File: src/rtl/core/rbst_pkg.sv
// Shared types and constants for the ray and box slab test.
package rbst_pkg;

  localparam int AXES = 3;
  localparam int DIV_STAGES = 35;
  localparam logic signed [31:0] SAT_MAX = 32'sh7fffffff;
  localparam logic signed [31:0] SAT_MIN = 32'sh80000000;

  typedef struct packed {
    logic signed [31:0] origin_x;
    logic signed [31:0] origin_y;
    logic signed [31:0] origin_z;
    logic signed [31:0] dir_x;
    logic signed [31:0] dir_y;
    logic signed [31:0] dir_z;
    logic signed [31:0] box_min_x;
    logic signed [31:0] box_min_y;
    logic signed [31:0] box_min_z;
    logic signed [31:0] box_max_x;
    logic signed [31:0] box_max_y;
    logic signed [31:0] box_max_z;
  } ray_t;

  typedef struct packed {
    logic               hit;
    logic [30:0]        t_entry;
    logic signed [31:0] t_exit;
  } res_t;

  typedef struct packed {
    logic [AXES-1:0] dzero;
    logic [AXES-1:0] in_slab;
  } axis_t;

  typedef struct packed {
    logic [AXES-1:0][32:0] num_lo;
    logic [AXES-1:0][32:0] num_hi;
    logic [AXES-1:0][31:0] dir;
    axis_t                 flags;
  } prep_t;

endpackage

File: src/rtl/core/rbst_div.sv
// Pipelined fixed-point divider lane, one quotient bit per stage, saturated.
module rbst_div import rbst_pkg::*; #(
  parameter int FRAC_BITS = 16
) (
  input  logic               clk,
  input  logic               en,
  input  logic [32:0]        num,
  input  logic [31:0]        den,
  output logic signed [31:0] quot
);

  localparam int NW = 33 + FRAC_BITS;
  localparam int HW = NW - 32;

  logic [32:0] n_abs;
  logic [31:0] d_abs;
  logic        neg0;
  logic [NW-1:0] nsh;
  logic [31:0] upper;

  logic [31:0] rem [32];
  logic [31:0] low [32];
  logic [31:0] q   [33];
  logic [31:0] dv  [32];
  logic        neg [33];
  logic        sat [33];
  logic [32:0] rs  [32];
  logic [32:0] df  [32];

  always_ff @(posedge clk) begin
    if (en) begin
      n_abs <= num[32] ? (33'd0 - num) : num;
      d_abs <= den[31] ? (32'd0 - den) : den;
      neg0  <= num[32] ^ den[31];
    end
  end

  assign nsh = {n_abs, {FRAC_BITS{1'b0}}};
  assign upper = {{(32-HW){1'b0}}, nsh[NW-1:32]};

  always_comb begin
    for (int k = 0; k < 32; k++) begin
      rs[k] = {rem[k], low[k][31]};
      df[k] = rs[k] - {1'b0, dv[k]};
    end
  end

  always_ff @(posedge clk) begin
    if (en) begin
      rem[0] <= upper;
      low[0] <= nsh[31:0];
      q[0]   <= '0;
      dv[0]  <= d_abs;
      neg[0] <= neg0;
      sat[0] <= (upper >= d_abs);
      for (int k = 1; k < 32; k++) begin
        rem[k] <= df[k-1][32] ? rs[k-1][31:0] : df[k-1][31:0];
        low[k] <= {low[k-1][30:0], 1'b0};
        dv[k]  <= dv[k-1];
      end
      for (int k = 1; k < 33; k++) begin
        q[k]   <= {q[k-1][30:0], ~df[k-1][32]};
        neg[k] <= neg[k-1];
        sat[k] <= sat[k-1];
      end
    end
  end

  always_ff @(posedge clk) begin
    if (en) begin
      if (neg[32]) begin
        if (sat[32] || (q[32] > 32'h80000000)) begin
          quot <= SAT_MIN;
        end else begin
          quot <= $signed(32'd0 - q[32]);
        end
      end else begin
        if (sat[32] || q[32][31]) begin
          quot <= SAT_MAX;
        end else begin
          quot <= $signed(q[32]);
        end
      end
    end
  end

endmodule

File: config.mk
export PLATFORM = sky130hd
export DESIGN_NAME = rbst_div
export DESIGN_NICKNAME = d
export VERILOG_FILES = /design/src/rtl/core/rbst_pkg.sv /design/src/rtl/core/rbst_div.sv
export SDC_FILE = /design/constraint.sdc
export NUM_CORES = 2
export LEC_CHECK = 0
export ABC_AREA = 0
export BUFFER_PORTS_ARGS = -buffer_cell sky130_fd_sc_hd__buf_2
export CORE_MARGIN = 4
export CORE_UTILIZATION = 40
export CTS_CLUSTER_SIZE = 40
export DETAILED_ROUTE_END_ITERATION = 7
export PLACE_DENSITY = 0.57
export SYNTH_ARGS = -nofsm -noshare
export SYNTH_HDL_FRONTEND = slang
export SYNTH_MEMORY_MAX_BITS = 65536
export SYNTH_SLANG_ARGS = --single-unit
File: constraint.sdc
create_clock -name clk -period 8.6 [get_ports clk]
set_clock_uncertainty 0.05 [all_clocks]
set_input_delay 0.86 -clock clk [delete_from_list [all_inputs] [get_ports clk]]
set_output_delay 0.86 -clock clk [all_outputs]
set_load 0.02 [all_outputs]
# Word-level counts from Yosys, hierarchy flattened
# Memories as Yosys holds them, arrays and structs flattened.
# Cells that the tools add are included.
# W data, S select, Z words.
[word_totals] ff_bits=98 out_inout_bits=32 ram_bits=4162 romBits=0 input_bits=67 memories=6 latch_bits=0 word_cells=122
[mem_list] name="q" words=33 word_bits=32 rd=33 rd_ports_with_merged_regs=0 wr=33 line="rbst_div.sv:23" rtl="logic [31:0] q [33];"
[mem_list] name="dv" words=32 word_bits=32 rd=32 rd_ports_with_merged_regs=0 wr=32 line="rbst_div.sv:24" rtl="logic [31:0] dv [32];"
[mem_list] name="rem" words=32 word_bits=32 rd=32 rd_ports_with_merged_regs=0 wr=32 line="rbst_div.sv:21" rtl="logic [31:0] rem [32];"
[mem_list] name="low" words=32 word_bits=31 rd=32 rd_ports_with_merged_regs=0 wr=32 line="rbst_div.sv:22" rtl="logic [31:0] low [32];"
[mem_list] name="neg" words=33 word_bits=1 rd=33 rd_ports_with_merged_regs=0 wr=33 line="rbst_div.sv:25" rtl="logic neg [33];"
[mem_list] name="sat" words=33 word_bits=1 rd=33 rd_ports_with_merged_regs=0 wr=33 line="rbst_div.sv:26" rtl="logic sat [33];"
[classes] shift=0 multipliers=0 n_lt_le_gt_ge=2 div_mod_pow=0 n_bitwise=33 eq_ne=0 n_reduce_logical=2 add_sub_neg=35 mux=38
[op_table] cell="$mux W32" n=35
[op_table] cell="$sub A33 B32 Y33" n=32
[op_table] cell="$sub A1 B32 Y32 const A" n=2
[op_table] cell="$sub A1 B33 Y33 const A" n=1
[op_table] cell="$ge A17 B32 Y1" n=1
[op_table] cell="$gt A32 B32 Y1 const B" n=1
[op_table] cell="$not A1 Y1" n=32
[op_table] cell="$mux W31" n=1
[op_table] cell="$logic_or A1 B1 Y1" n=2
[op_table] cell="$mux W1" n=2
[op_table] cell="$xor A1 B1 Y1" n=1

# Longest topological paths before layout
# An unclocked memory read counts as a cell.
[logic_depth] word_depth=5 mapped_depth=16 ltp_nobuf=14

# Worst setup path after synthesis
# Ideal clock, no wire load.
[synth_path] kind="reg2reg" start="mem dv[21][0] (netlist: dv[1][160])" end="mem rem[22][23] (netlist: rem[1][215]), data pin" n_path_buf=1 setup_time_ns=0.260 stages_incl_launch_ff=15 period_less_slack_ns=4.010 required_ns=8.290 arrival_time_ns=3.700 path_slack_ns=4.590 cell_sequence="edfxtp_1 > inv_1 > fa_1 > a211oi_1 > o21bai_1 > o2111ai_1 > and3_1 > nor3_1 > a211o_1 > a2111oi_0 > nor3_1 > or4_1 > nand3_1 > buf_2 > mux2_2"
[synth_rtl] element="start: declaration" line="rbst_div.sv:24"
[synth_rtl] element="end: declaration" line="rbst_div.sv:21"

==> flow_summary.json <==
{
  "status": "complete, no violations",
  "maxCapViolCount": 0,
  "final_cells": 17800,
  "swShare_pct": 36.1,
  "synth_cell_types": 91,
  "syn_area_per_cell_um2": 12.3,
  "wire_per_inst_um": 19.7,
  "cts_tree": "yes",
  "ant_nets": 0,
  "path_class": "reg2reg",
  "vias_per_cell": 5.32,
  "cp.required_ps": 9190,
  "fillers": 34000,
  "hpwl_mm": 260,
  "worst_setup_path_start_kind": "flop",
  "critPathMaxStageDelay_ps": 670,
  "p_leak_nw": 67.9,
  "rsz0062_at_grt": "false",
  "fp.dieW_um": 623,
  "io_buffers": 98,
  "synth_seq_area_share_pct": 56.8,
  "antenna_found_initial": 20,
  "setup_tns_ps": 0,
  "synthesis.area_um2": 151000,
  "pwr-share-comb_pct": 44.3,
  "synthToLayoutAreaGrowth_pct": 11.6,
  "endpoint_kind": "flop",
  "period_minus_slack_ps": 4920,
  "hold_viol": 0,
  "crit_path_start": "dv[0][448]",
  "track_usage_pct": 17.5,
  "clock_latency_ps": 920,
  "setup_violations": 0,
  "drc": 0,
  "syn_inst": 12300,
  "rows": 225,
  "vdd.ir_drop.worst_mv": 0.199,
  "drt-initial-drc-count": 7016,
  "cts_buffer_depth": 4,
  "hold_buffers": 0,
  "htreeDepth": 5,
  "r2r_end": "rem[0][484]",
  "cts_buffers": 333,
  "p_per_area_nw_per_um2": 394,
  "p_clk_share_pct": 20.9,
  "worst_slew_pin_slew_ps": 1240,
  "path_max_fanout": 57,
  "multi_input_area_um2": 60000,
  "worstRegToRegCells": 13,
  "hp-class": "in2reg",
  "maxSlewViolCount": 0,
  "clkTransAtPathRegs_ps": 50,
  "dp.cells": 17200,
  "grt_pass1_wl_mm": 543,
  "synth_edf_count": 2861,
  "finalCritPeriodShare_pct": 57.3,
  "nets": 13600,
  "cts_root_buf": "clkbuf_16",
  "die_area_um2": 388000,
  "synth.ff_latch_count": 2861,
  "internal_power_w": 0.0425,
  "gp_congestion": 0.892,
  "p_switching_w": 0.0240,
  "grt_pass1_vias": 93600,
  "synthArstFlopShare_pct": 0,
  "worstSetupEndpoint": "rem[0][484]",
  "cp.arrival_ps": 5510,
  "r2r_setup_slack_ps": 3680,
  "initial_core_util_pct": 40.2,
  "crit_slowest_cell": "nor4_1",
  "ys.flop_type": "edfxtp_1",
  "fin_util_pct": 44.9,
  "synth.largest_area_cell": "edfxtp_1",
  "yosys_warnings": 0,
  "relSlewSlack_pct": 17.4,
  "regArea_um2": 85900,
  "die_h_um": 623,
  "r2r-start": "dv[0][448]",
  "first_pass_iters": 8,
  "drive_gt1_share_pct": 11.5,
  "synth_top_area_share_pct": 56.8,
  "cp_cell_sequence": "ha_1 -> fa_1 -> nor2b_1 -> o21a_1 -> o21ai_0 -> a2111o_1 -> o2111a_1 -> nor4_1 -> o21ai_0 -> a41oi_1 -> xnor2_2 -> buf_4 -> mux2_2",
  "num_vias": 94700,
  "path_common_cell": "o21ai_0",
  "p_seq_share_pct": 34.7,
  "post_cts_buffers": 0,
  "finalWorstSetupSlack_ps": 3680,
  "core_region_area_um2": 376000,
  "cts_resized": 0,
  "ioPinCount": 99,
  "gr-total-overflow": 0,
  "clock-sinks": 2861,
  "fmax_mhz": 203,
  "pre_cts_slack_ps": 3680,
  "synth_area_leaders": "edfxtp_1, ha_1, mux2_2, xnor2_1, inv_1",
  "grt_max_degree": 191,
  "drt-total-wl_mm": 351
}
-- Yosys cell counts, types with 115 or more instances --
library cell	n
xor2_1	323
nand2_1	693
o21a_1	115
xnor2_1	603
nor2b_1	126
nor2_1	491
mux2_2	721
a21oi_1	812
o21ai_0	642
a21o_1	552
nor3_1	118
edfxtp_1	2861
inv_1	1233
ha_1	1014
nand3_1	202
clkbuf_1	179
-- cell usage in the layout (no fill, tap or decap), types with 79 or more instances in the layout --
master     instances
and2_1            84
inv_1           1233
buf_2             97
nand3_1          202
clkbuf_16        335
nor2b_1          126
nand2b_1         111
xor2_1           320
a21o_1           552
xnor2_1          587
nand2_1          693
o21a_1           115
a21oi_1          812
nand4_1           97
mux2_2           721
nor2_1           489
ha_1            1014
and3_1           101
o21ai_0          642
a31oi_1           94
o21bai_1          85
nor3_1           118
o31ai_1           79
edfxtp_1        2861
-- worst min-delay path by stage --
stage | startpoint | to | cells after the start
floorplan | low[0][79] | low[0][111] | 0
global placement | q[0][357] | q[0][390] | 0
detailed placement | low[0][151] | low[0][183] | 0
CTS | den[0] | d_abs[0] | 1
global route | den[0] | d_abs[0] | 1
finish | den[0] | d_abs[0] | 1
-- sequential cells by signal, summed over array words and instances (netlist names) --
name	flops
dv	1024
rem	1009
q	528
low	136
n_abs	33
neg	33
sat	33
d_abs	32
quot	32
neg0	1
-- stage by stage --
stage	hold slack, ps	power, W	instance area, µm²
finish	113	0.0666	169000
CTS	0.994	0.0671	169000
detailed placement	355	0.0527	158000
global route	41.6	0.0712	169000
floorplan	350	0.0449	151000
global placement	351	0.0522	158000
-- power by group through the flow --
| stage | clock network, W | registers [W] | logic, W |
|---|---|---|---|
| 6_report | 0.0139 | 0.0231 | 0.0295 |
| 2_1_floorplan | 0 | 0.0218 | 0.0231 |
| 4_1_cts | 0.0144 | 0.0232 | 0.0295 |
| 3_5_place_dp | 0 | 0.0234 | 0.0292 |
| 3_3_place_gp | 0 | 0.0235 | 0.0287 |
| 5_1_grt | 0.0150 | 0.0234 | 0.0328 |
-- cell families (layout without fill, tap and decap cells) --
logic type	count (synthesis)	in the layout	synth area share [%]
buffers and inverters	1480	2009	3.73
AO/OA/AOI/OAI	2927	2927	12.5
adder cells (fa/ha/maj)	1045	1045	8.80
other	1	20	0.00248
XOR/XNOR	927	927	5.37
AND/OR/NAND/NOR	2250	2250	7.23
flip-flops	2861	2861	56.8
multiplexers	761	761	5.63
-- layout make-up --
cell class	count	area share (%)
Timing Repair Buffer	171	0.720
Inverter	1237	2.75
Tap cell	4994	3.70
Multi-Input combinational cell	7917	35.6
Sequential cell	2861	50.9
Clock inverter	213	1.29
Clock buffer	388	5.08
Antenna cell	13	0.0193
-- metal layers --
layer	track usage (%)	up-vias	wire [µm]
li1	-	46100	-
met1	23.8	45900	159000
met3	2.24	552	14800
met2	29.5	2193	167000
met5	0	-	69
met4	4.67	6	9650
-- worst max-delay path, delay by kind of cell, from the launching register on --
family / cells / cell delay [ps]
DFF: 1 / 470
buffers and inverters: 1 / 480
muxes: 1 / 390
adders and majority gates: 2 / 680
and+or+nand+nor: 2 / 800
xor gates and xnor gates: 1 / 210
AOI/OAI and AO/OA: 6 / 1530
Note: power is estimated with default switching activity, not from simulation.
